<file path="config.mk">
export PLATFORM = sky130hd
export DESIGN_NAME = pfdc_ctrl
export DESIGN_NICKNAME = d
export VERILOG_FILES = /design/src/hdl/pfdc_pkg.sv /design/src/hdl/pfdc_ctrl.sv
export SDC_FILE = /design/constraint.sdc
export NUM_CORES = 1
export LEC_CHECK = 0
export BUFFER_PORTS_ARGS = -buffer_cell sky130_fd_sc_hd__buf_2
export CAP_MARGIN = 20
export CELL_PAD_IN_SITES_DETAIL_PLACEMENT = 1
export CELL_PAD_IN_SITES_GLOBAL_PLACEMENT = 1
export CORE_ASPECT_RATIO = 1.2
export CORE_MARGIN = 5
export CORE_UTILIZATION = 37
export CTS_CLUSTER_SIZE = 10
export DETAILED_ROUTE_END_ITERATION = 8
export GPL_TIMING_DRIVEN = 1
export HOLD_SLACK_MARGIN = 0.03
export PLACE_DENSITY = 0.79
export SYNTH_ARGS = -nofsm -noshare
export SYNTH_HDL_FRONTEND = slang
export SYNTH_SLANG_ARGS = --single-unit
</file>
<file path="constraint.sdc">
create_clock -name aclk -period 1.77 [get_ports aclk]
set_input_delay 0 -clock aclk [delete_from_list [all_inputs] [get_ports aclk]]
set_output_delay 0 -clock aclk [all_outputs]
set_load 0.02 [all_outputs]
</file>
<file path="src/hdl/pfdc_pkg.sv">
`timescale 1ns / 1ps
package pfdc_pkg;

    localparam int DATA_WIDTH = 32;
    localparam int ACC_WIDTH  = 48;
    localparam int WIDE_BITS  = 64;
    localparam int CFG_WIDTH  = 24;
    localparam int CFG_IDX_W  = 3;
    localparam int DT_WIDTH   = 16;
    localparam int DIV_STEPS  = 80;

    // register indexes of the configuration port
    localparam logic [CFG_IDX_W-1:0] CFG_PROP_GAIN   = 3'd0;
    localparam logic [CFG_IDX_W-1:0] CFG_INTEG_GAIN  = 3'd1;
    localparam logic [CFG_IDX_W-1:0] CFG_DERIV_GAIN  = 3'd2;
    localparam logic [CFG_IDX_W-1:0] CFG_FF_GAIN     = 3'd3;
    localparam logic [CFG_IDX_W-1:0] CFG_INTEG_DECAY = 3'd4;
    localparam logic [CFG_IDX_W-1:0] CFG_FF_ENABLE   = 3'd5;
    localparam logic [CFG_IDX_W-1:0] CFG_LOOP_ENABLE = 3'd6;

    typedef struct packed {
        logic signed [DATA_WIDTH-1:0] setpoint;
        logic signed [DATA_WIDTH-1:0] measurement;
        logic [DT_WIDTH-1:0]          time_step;
        logic                         restart;
    } pfdc_in_t;

    typedef struct packed {
        logic signed [DATA_WIDTH-1:0] drive;
        logic                         saturated;
    } pfdc_out_t;

    typedef struct packed {
        logic signed [CFG_WIDTH-1:0] prop_gain;
        logic signed [CFG_WIDTH-1:0] integ_gain;
        logic signed [CFG_WIDTH-1:0] deriv_gain;
        logic signed [CFG_WIDTH-1:0] ff_gain;
        logic [CFG_WIDTH-1:0]        integ_decay;
        logic                        ff_enable;
        logic                        loop_enable;
    } cfg_t;

    // micro-operations, in the order the sequencer walks them
    typedef enum logic [3:0] {
        UOP_ERR, UOP_DIFF, UOP_DERIV, UOP_DECAY, UOP_INFLOW, UOP_ACC, UOP_INTEG,
        UOP_KI, UOP_BRK1, UOP_KD, UOP_BRK2, UOP_KP, UOP_FF, UOP_FFADD, UOP_FINISH
    } uop_t;

    typedef struct packed {
        logic load;
        logic issue;
        logic capture;
        uop_t uop;
    } cmd_t;

    typedef struct packed {
        logic mul_done;
        logic div_done;
        logic ff_enable;
    } sts_t;

    typedef struct packed {
        logic [WIDE_BITS-1:0] val;
        logic                 clip;
    } sat_t;

    function automatic logic uop_is_mul(uop_t u);
        return (u == UOP_DECAY) || (u == UOP_INFLOW) || (u == UOP_KI) ||
               (u == UOP_KD) || (u == UOP_KP) || (u == UOP_FF);
    endfunction

    function automatic logic uop_is_div(uop_t u);
        return (u == UOP_DERIV) || (u == UOP_INTEG);
    endfunction

    function automatic logic [WIDE_BITS-1:0] mag64(logic [WIDE_BITS-1:0] x);
        return x[WIDE_BITS-1] ? (~x + 64'd1) : x;
    endfunction

    function automatic logic [WIDE_BITS-1:0] sx24(logic [CFG_WIDTH-1:0] g);
        return {{(WIDE_BITS-CFG_WIDTH){g[CFG_WIDTH-1]}}, g};
    endfunction

    // clamp a sign and magnitude into a w-bit signed range, sign-extended to 64
    function automatic sat_t pack_sat(logic neg, logic [WIDE_BITS-1:0] m, int unsigned w);
        logic [WIDE_BITS:0] lim;
        logic [WIDE_BITS:0] lim_m1;
        sat_t r;
        lim    = 65'd1 << (w - 1);
        lim_m1 = lim - 65'd1;
        r.clip = 1'b0;
        if (neg) begin
            if ({1'b0, m} > lim) begin
                r.val  = ~lim[WIDE_BITS-1:0] + 64'd1;
                r.clip = 1'b1;
            end else begin
                r.val = ~m + 64'd1;
            end
        end else begin
            if ({1'b0, m} > lim_m1) begin
                r.val  = lim_m1[WIDE_BITS-1:0];
                r.clip = 1'b1;
            end else begin
                r.val = m;
            end
        end
        return r;
    endfunction

    function automatic sat_t addsm(logic na, logic [WIDE_BITS-1:0] ma,
                                   logic nb, logic [WIDE_BITS-1:0] mb, int unsigned w);
        logic [WIDE_BITS:0] s;
        sat_t r;
        s = {1'b0, ma} + {1'b0, mb};
        if (na == nb) begin
            r = pack_sat(na, s[WIDE_BITS] ? {WIDE_BITS{1'b1}} : s[WIDE_BITS-1:0], w);
        end else if (ma >= mb) begin
            r = pack_sat(na, ma - mb, w);
        end else begin
            r = pack_sat(nb, mb - ma, w);
        end
        return r;
    endfunction

    function automatic sat_t add_sat(logic [WIDE_BITS-1:0] a, logic [WIDE_BITS-1:0] b,
                                     int unsigned w);
        return addsm(a[WIDE_BITS-1], mag64(a), b[WIDE_BITS-1], mag64(b), w);
    endfunction

    function automatic sat_t sub_sat(logic [WIDE_BITS-1:0] a, logic [WIDE_BITS-1:0] b,
                                     int unsigned w);
        return addsm(a[WIDE_BITS-1], mag64(a), !b[WIDE_BITS-1], mag64(b), w);
    endfunction

endpackage

</file>
<file path="src/hdl/pfdc_ctrl.sv">
`timescale 1ns / 1ps
module pfdc_ctrl (
    input  logic           aclk,
    input  logic           aresetn,
    input  logic           s_valid,
    output logic           s_ready,
    input  logic           out_free,
    input  pfdc_pkg::sts_t sts,
    output pfdc_pkg::cmd_t cmd
);
    import pfdc_pkg::*;

    typedef enum logic [3:0] {
        ST_IDLE  = 4'b0001,
        ST_ISSUE = 4'b0010,
        ST_WAIT  = 4'b0100,
        ST_HOLD  = 4'b1000
    } state_t;

    state_t state_reg, state_next;
    uop_t   uop_reg, uop_next;
    uop_t   uop_succ;

    // step order; feedforward pair only when enabled
    always_comb begin
        unique case (uop_reg)
            UOP_ERR:    uop_succ = UOP_DIFF;
            UOP_DIFF:   uop_succ = UOP_DERIV;
            UOP_DERIV:  uop_succ = UOP_DECAY;
            UOP_DECAY:  uop_succ = UOP_INFLOW;
            UOP_INFLOW: uop_succ = UOP_ACC;
            UOP_ACC:    uop_succ = UOP_INTEG;
            UOP_INTEG:  uop_succ = UOP_KI;
            UOP_KI:     uop_succ = UOP_BRK1;
            UOP_BRK1:   uop_succ = UOP_KD;
            UOP_KD:     uop_succ = UOP_BRK2;
            UOP_BRK2:   uop_succ = UOP_KP;
            UOP_KP:     uop_succ = sts.ff_enable ? UOP_FF : UOP_FINISH;
            UOP_FF:     uop_succ = UOP_FFADD;
            default:    uop_succ = UOP_FINISH;
        endcase
    end

    always_comb begin
        state_next  = state_reg;
        uop_next    = uop_reg;
        s_ready     = (state_reg == ST_IDLE);
        cmd.load    = (state_reg == ST_IDLE) && s_valid;
        cmd.issue   = 1'b0;
        cmd.capture = 1'b0;
        cmd.uop     = uop_reg;
        unique case (state_reg)
            ST_IDLE: begin
                if (s_valid) begin
                    state_next = ST_ISSUE;
                    uop_next   = UOP_ERR;
                end
            end
            ST_ISSUE: begin
                cmd.issue = 1'b1;
                if (uop_is_mul(uop_reg) || uop_is_div(uop_reg)) begin
                    state_next = ST_WAIT;
                end else if (uop_reg == UOP_FINISH) begin
                    state_next = ST_HOLD;
                end else begin
                    uop_next = uop_succ;
                end
            end
            ST_WAIT: begin
                if ((uop_is_mul(uop_reg) && sts.mul_done) ||
                    (uop_is_div(uop_reg) && sts.div_done)) begin
                    uop_next   = uop_succ;
                    state_next = ST_ISSUE;
                end
            end
            ST_HOLD: begin
                // hand the item over once the output register is free
                if (out_free) begin
                    cmd.capture = 1'b1;
                    state_next  = ST_IDLE;
                end
            end
            default: state_next = ST_IDLE;
        endcase
    end

    always_ff @(posedge aclk) begin
        if (!aresetn) begin
            state_reg <= ST_IDLE;
            uop_reg   <= UOP_ERR;
        end else begin
            state_reg <= state_next;
            uop_reg   <= uop_next;
        end
    end

endmodule

</file>
After elaboration in Yosys (flattened, before gate mapping):

Index checks and enable logic that the tools add are counted.

* bits in registers: 8
* input bits: 7
* output and inout port bits: 8

* equality and inequality tests: 23
* mux-type cells: 16
* reductions and logical operators: 15

Operator list (count)
* case mux 4 bit (13 select lines): 1
* two-way mux 4 bit: 9
* == test 4 bit, second input constant: 7
* == test 4 x 3 -> 1 bit, second input constant: 5
* case mux 4 bit (4 select lines): 1
* == test 4 x 2 -> 1 bit, second input constant: 3
* case mux 4 bit (3 select lines): 1
* != test 2 bit, second input constant: 5
* == test 4 x 1 -> 1 bit, second input constant: 2
* logical OR 1 bit: 8
* AND reduction 5 bit: 1
* logical NOT 4 bit: 1
* AND reduction 4 bit: 1
* logical AND 1 bit: 3
* two-way mux 1 bit: 3
* != test 3 bit, second input constant: 1
* nonzero test 3 bit: 1
* two-way mux 2 bit: 1

Depth between registers and ports, before layout:

* word-level depth: 10
* gate-level depth with buffers: 6

Worst setup path after synthesis:

Ideal clock, no wire load.

* path kind: reg2reg
* start: reg state_reg[3]
* end: reg uop_reg[2]
* setup time: 130 ps
* arrival time: 1561 ps
* slack: 80 ps
* stages on the path, launching flop included: 7
* buffers on the path: 1
* period minus slack after synthesis: 1690 ps
* path through: dfxtp_1 -> buf_6 -> nor4b_4 -> nor4b_4 -> a21o_4 -> and2_4 -> o221ai_2

* word-level cells in the longest chain between the ends: 3

Ends and longest elaborated chain
* from (decl): RTL line pfdc_ctrl.sv:20 `state_t state_reg, state_next;`
* from (signal assigned): RTL line pfdc_ctrl.sv:92 `state_reg <= state_next;`
* == test 4 x 2 -> 1 bit, or another cell as far along: RTL line pfdc_ctrl.sv:52 `unique case (state_reg)`
* != test 2 bit (no source line) / nonzero test 3 bit (equally long branches)
* AND reduction 5 bit (no source line)
* to (signal assigned): RTL line pfdc_ctrl.sv:93 `uop_reg <= uop_next;`
* to (decl): RTL line pfdc_ctrl.sv:21 `uop_t uop_reg, uop_next;`

Several ways; a longest one is shown, not always the timed one.
A chain may end at the register's enable or synchronous reset.

Worst setup path in the final report:

* start: reg state_reg[1]
* end: reg uop_reg[2]

Same word-level chain as after synthesis.

==> metrics <==
outcome=finished, final reports clean; Vias=650; Clock Skews=0.00755 ns; gpl congestion=0.883; crit path launch=state_reg[1]; main combinational cell family by area after synthesis=simple AND/OR/NAND/NOR gates; R2R Setup Slk=0.18 ns; DR vias/cell=5.65; Die Wd=48.5 µm; WL final=1820 µm; Netlist cell types=38; clk root buf=clkbuf_4; Slew Limit Fails=0; Reg2Reg Depth=5; worst setup margin=0.176 ns; compound-gate portion of the synthesized area=21.6%; Crit Path Class=reg2reg; setup_tns=0 ns; Post-CTS Hold Buffers=0; Area after DPL=746 µm²; total clock sinks=8; Critical Path Max Stage Delay=0.47 ns; H-tree depth=1; final std cells w/o fill=115; Seq/Total Area, Yosys=24.3%; MaxCap Viol Count=0; die area=2730 µm²; Layout fillers=210; fin nets=106; Yosys warning total=0; setup repair bufs after CTS=0; Crit Reg-Reg Endpoint=uop_reg[2]; Top Usage Layer GRT=met2; Synth Area in Simple Gates=42.5%; num rows=16; crit path launch type=flop; Ports=15; EDFF count, synth=0; Hold Startpoint=aresetn; critical path data arrival time=1.73 ns; mux share of post-synthesis cell area=0%; antenna-violating nets left=0; Iter 0 DRT Violations=5; critical-path maximum fanout=8; met3 GRT Util=5.90%; post-synthesis xor/xnor area fraction=2.66%; Reg-to-Reg Start=state_reg[1]; Buffers on Ports=14; gr usage total=14.4%; Routed WL per cell=15.8 µm; Final Setup Violations=0; dpl hpwl=1490 µm; fmax=627 MHz; M1 GR Usage=14.6%; Crit path top cell by count=nor4b_4; Syn Nets=88; RSZ-0062 raised after global routing=false; Final Cycle Share=90.1%; adder-cell share of the synthesized area=0%; commonest non-fill, non-tap cell in the layout=buf_2; Slowest-stage cell, CP=dfxtp_1; VDD IR-drop max=0.000424 V; P_leak=0.330 nW; ANT cells=0; actual slew at the worst max-slew pin=0.340 ns; Synth async-reset ratio=0%; Post-synth top flop=dfxtp_1; Mapped Cells=81; post-route cell area=768 µm²; GRT met2 Usage=26.1%; Mapped Avg Cell Area=8.14 µm²; Core Region=1660 µm²; Layout area overhead=16.5%; largest net degree at the start of global routing=11; DIE HEIGHT=56.2 µm; path type of the worst min-delay path=in2reg; slew margin rel.=77.1%; clock slew at reported path FFs=0.05 ns; min Tclk post-route=1.59 ns; post-place setup slack=0.168 ns; drt drc=0; CTS Buf Count=3; CTS tree=built; Max clock buf depth=2; Inst Count DP=112; layout cells sized above 1=32.0%; post-synthesis cell area=659 µm²; clock latency on the worst-skew pair=0.25 ns; initial core utilization=39.7%; most frequent cells in the layout=buf_2 (14), nand2_1 (9), nor2_1 (9); pwr dens=644 nW/µm²; CP Capture Point=uop_reg[2]; drt first pass iters=4; Worst setup EP type=flop; first-pass GRT wire length=3140 µm; post_cts resized=0; Required @ worst endpoint=1.90 ns; worst-path cell chain=nor4b_4, nor4b_4, a21o_4, and2_4, o221ai_2; vias in the first global route=720; initial antenna violation count=0; final hold viol count=0; Remaining Overflow, GRT=0; register bit total from synthesis=8
==> worst min path at each step <==
stage	slack, ns	to	cells after the start
CTS	0.05	state_reg[0]	2
global placement	0.30	state_reg[0]	2
detailed placement	0.31	state_reg[0]	2
finish	0.05	state_reg[0]	2
global route	0.06	state_reg[0]	2
floorplan	0.13	cmd[6]	2
==> layer usage <==
metal	share of wire, %	up-vias
met2	54	14
met4	1.5	0
li1	-	322
met1	41	310
met5	0	-
met3	3.9	4
==> synthesized netlist by cell type (all sizes together) (2+ instances only) <==
master | n | area [µm²]
a21oi | 5 | 25.0
buf | 5 | 40.0
nor2 | 9 | 33.8
nor3 | 5 | 25.0
nor4b | 5 | 80.1
xor2 | 2 | 17.5
o211ai | 2 | 20.0
dfxtp | 8 | 160
nor2b | 2 | 12.5
nand3 | 4 | 25.0
o221ai | 2 | 23.8
nand2 | 9 | 33.8
nand2b | 2 | 12.5
inv | 4 | 15.0
==> final cells by class <==
class                      count  area (µm²)  area share [%]
tap                           18        22.5            2.93
clock buffer                   3        22.5            2.93
inverter                       4        15.0            1.95
multi-input combinational     63         440            57.3
sequential                     8         160            20.8
timing repair buffer          19         108            14.0
==> power breakdown <==
group | switching, mW | internal (mW) | leakage, nW
logic | 0.0889 | 0.0662 | 0.252
clock network | 0.0573 | 0.0773 | 0.0138
registers | 0.0159 | 0.189 | 0.0650
total | 0.162 | 0.333 | 0.330
==> worst max-delay path: cells and delay by family (launching register included) <==
kind	cells	cell delay (ns)
simple gates	3	0.77
flops	1	0.47
compound gates	2	0.25
==> stage by stage <==
stage	hold slack [ns]	power (mW)	utilization [%]
detailed placement	0.308	0.363	44.9
floorplan	0.130	0.326	-
finish	0.0541	0.495	46.2
global placement	0.298	0.358	44.9
CTS	0.0515	0.503	46.2
global route	0.0591	0.533	46.2
==> kinds of logic after synthesis <==
family	Yosys count
buffers and inverters	10
flip-flops	8
AND/OR/NAND/NOR	43
XOR/XNOR	2
AO/OA/AOI/OAI	18
(Power assumes the default switching activity.)
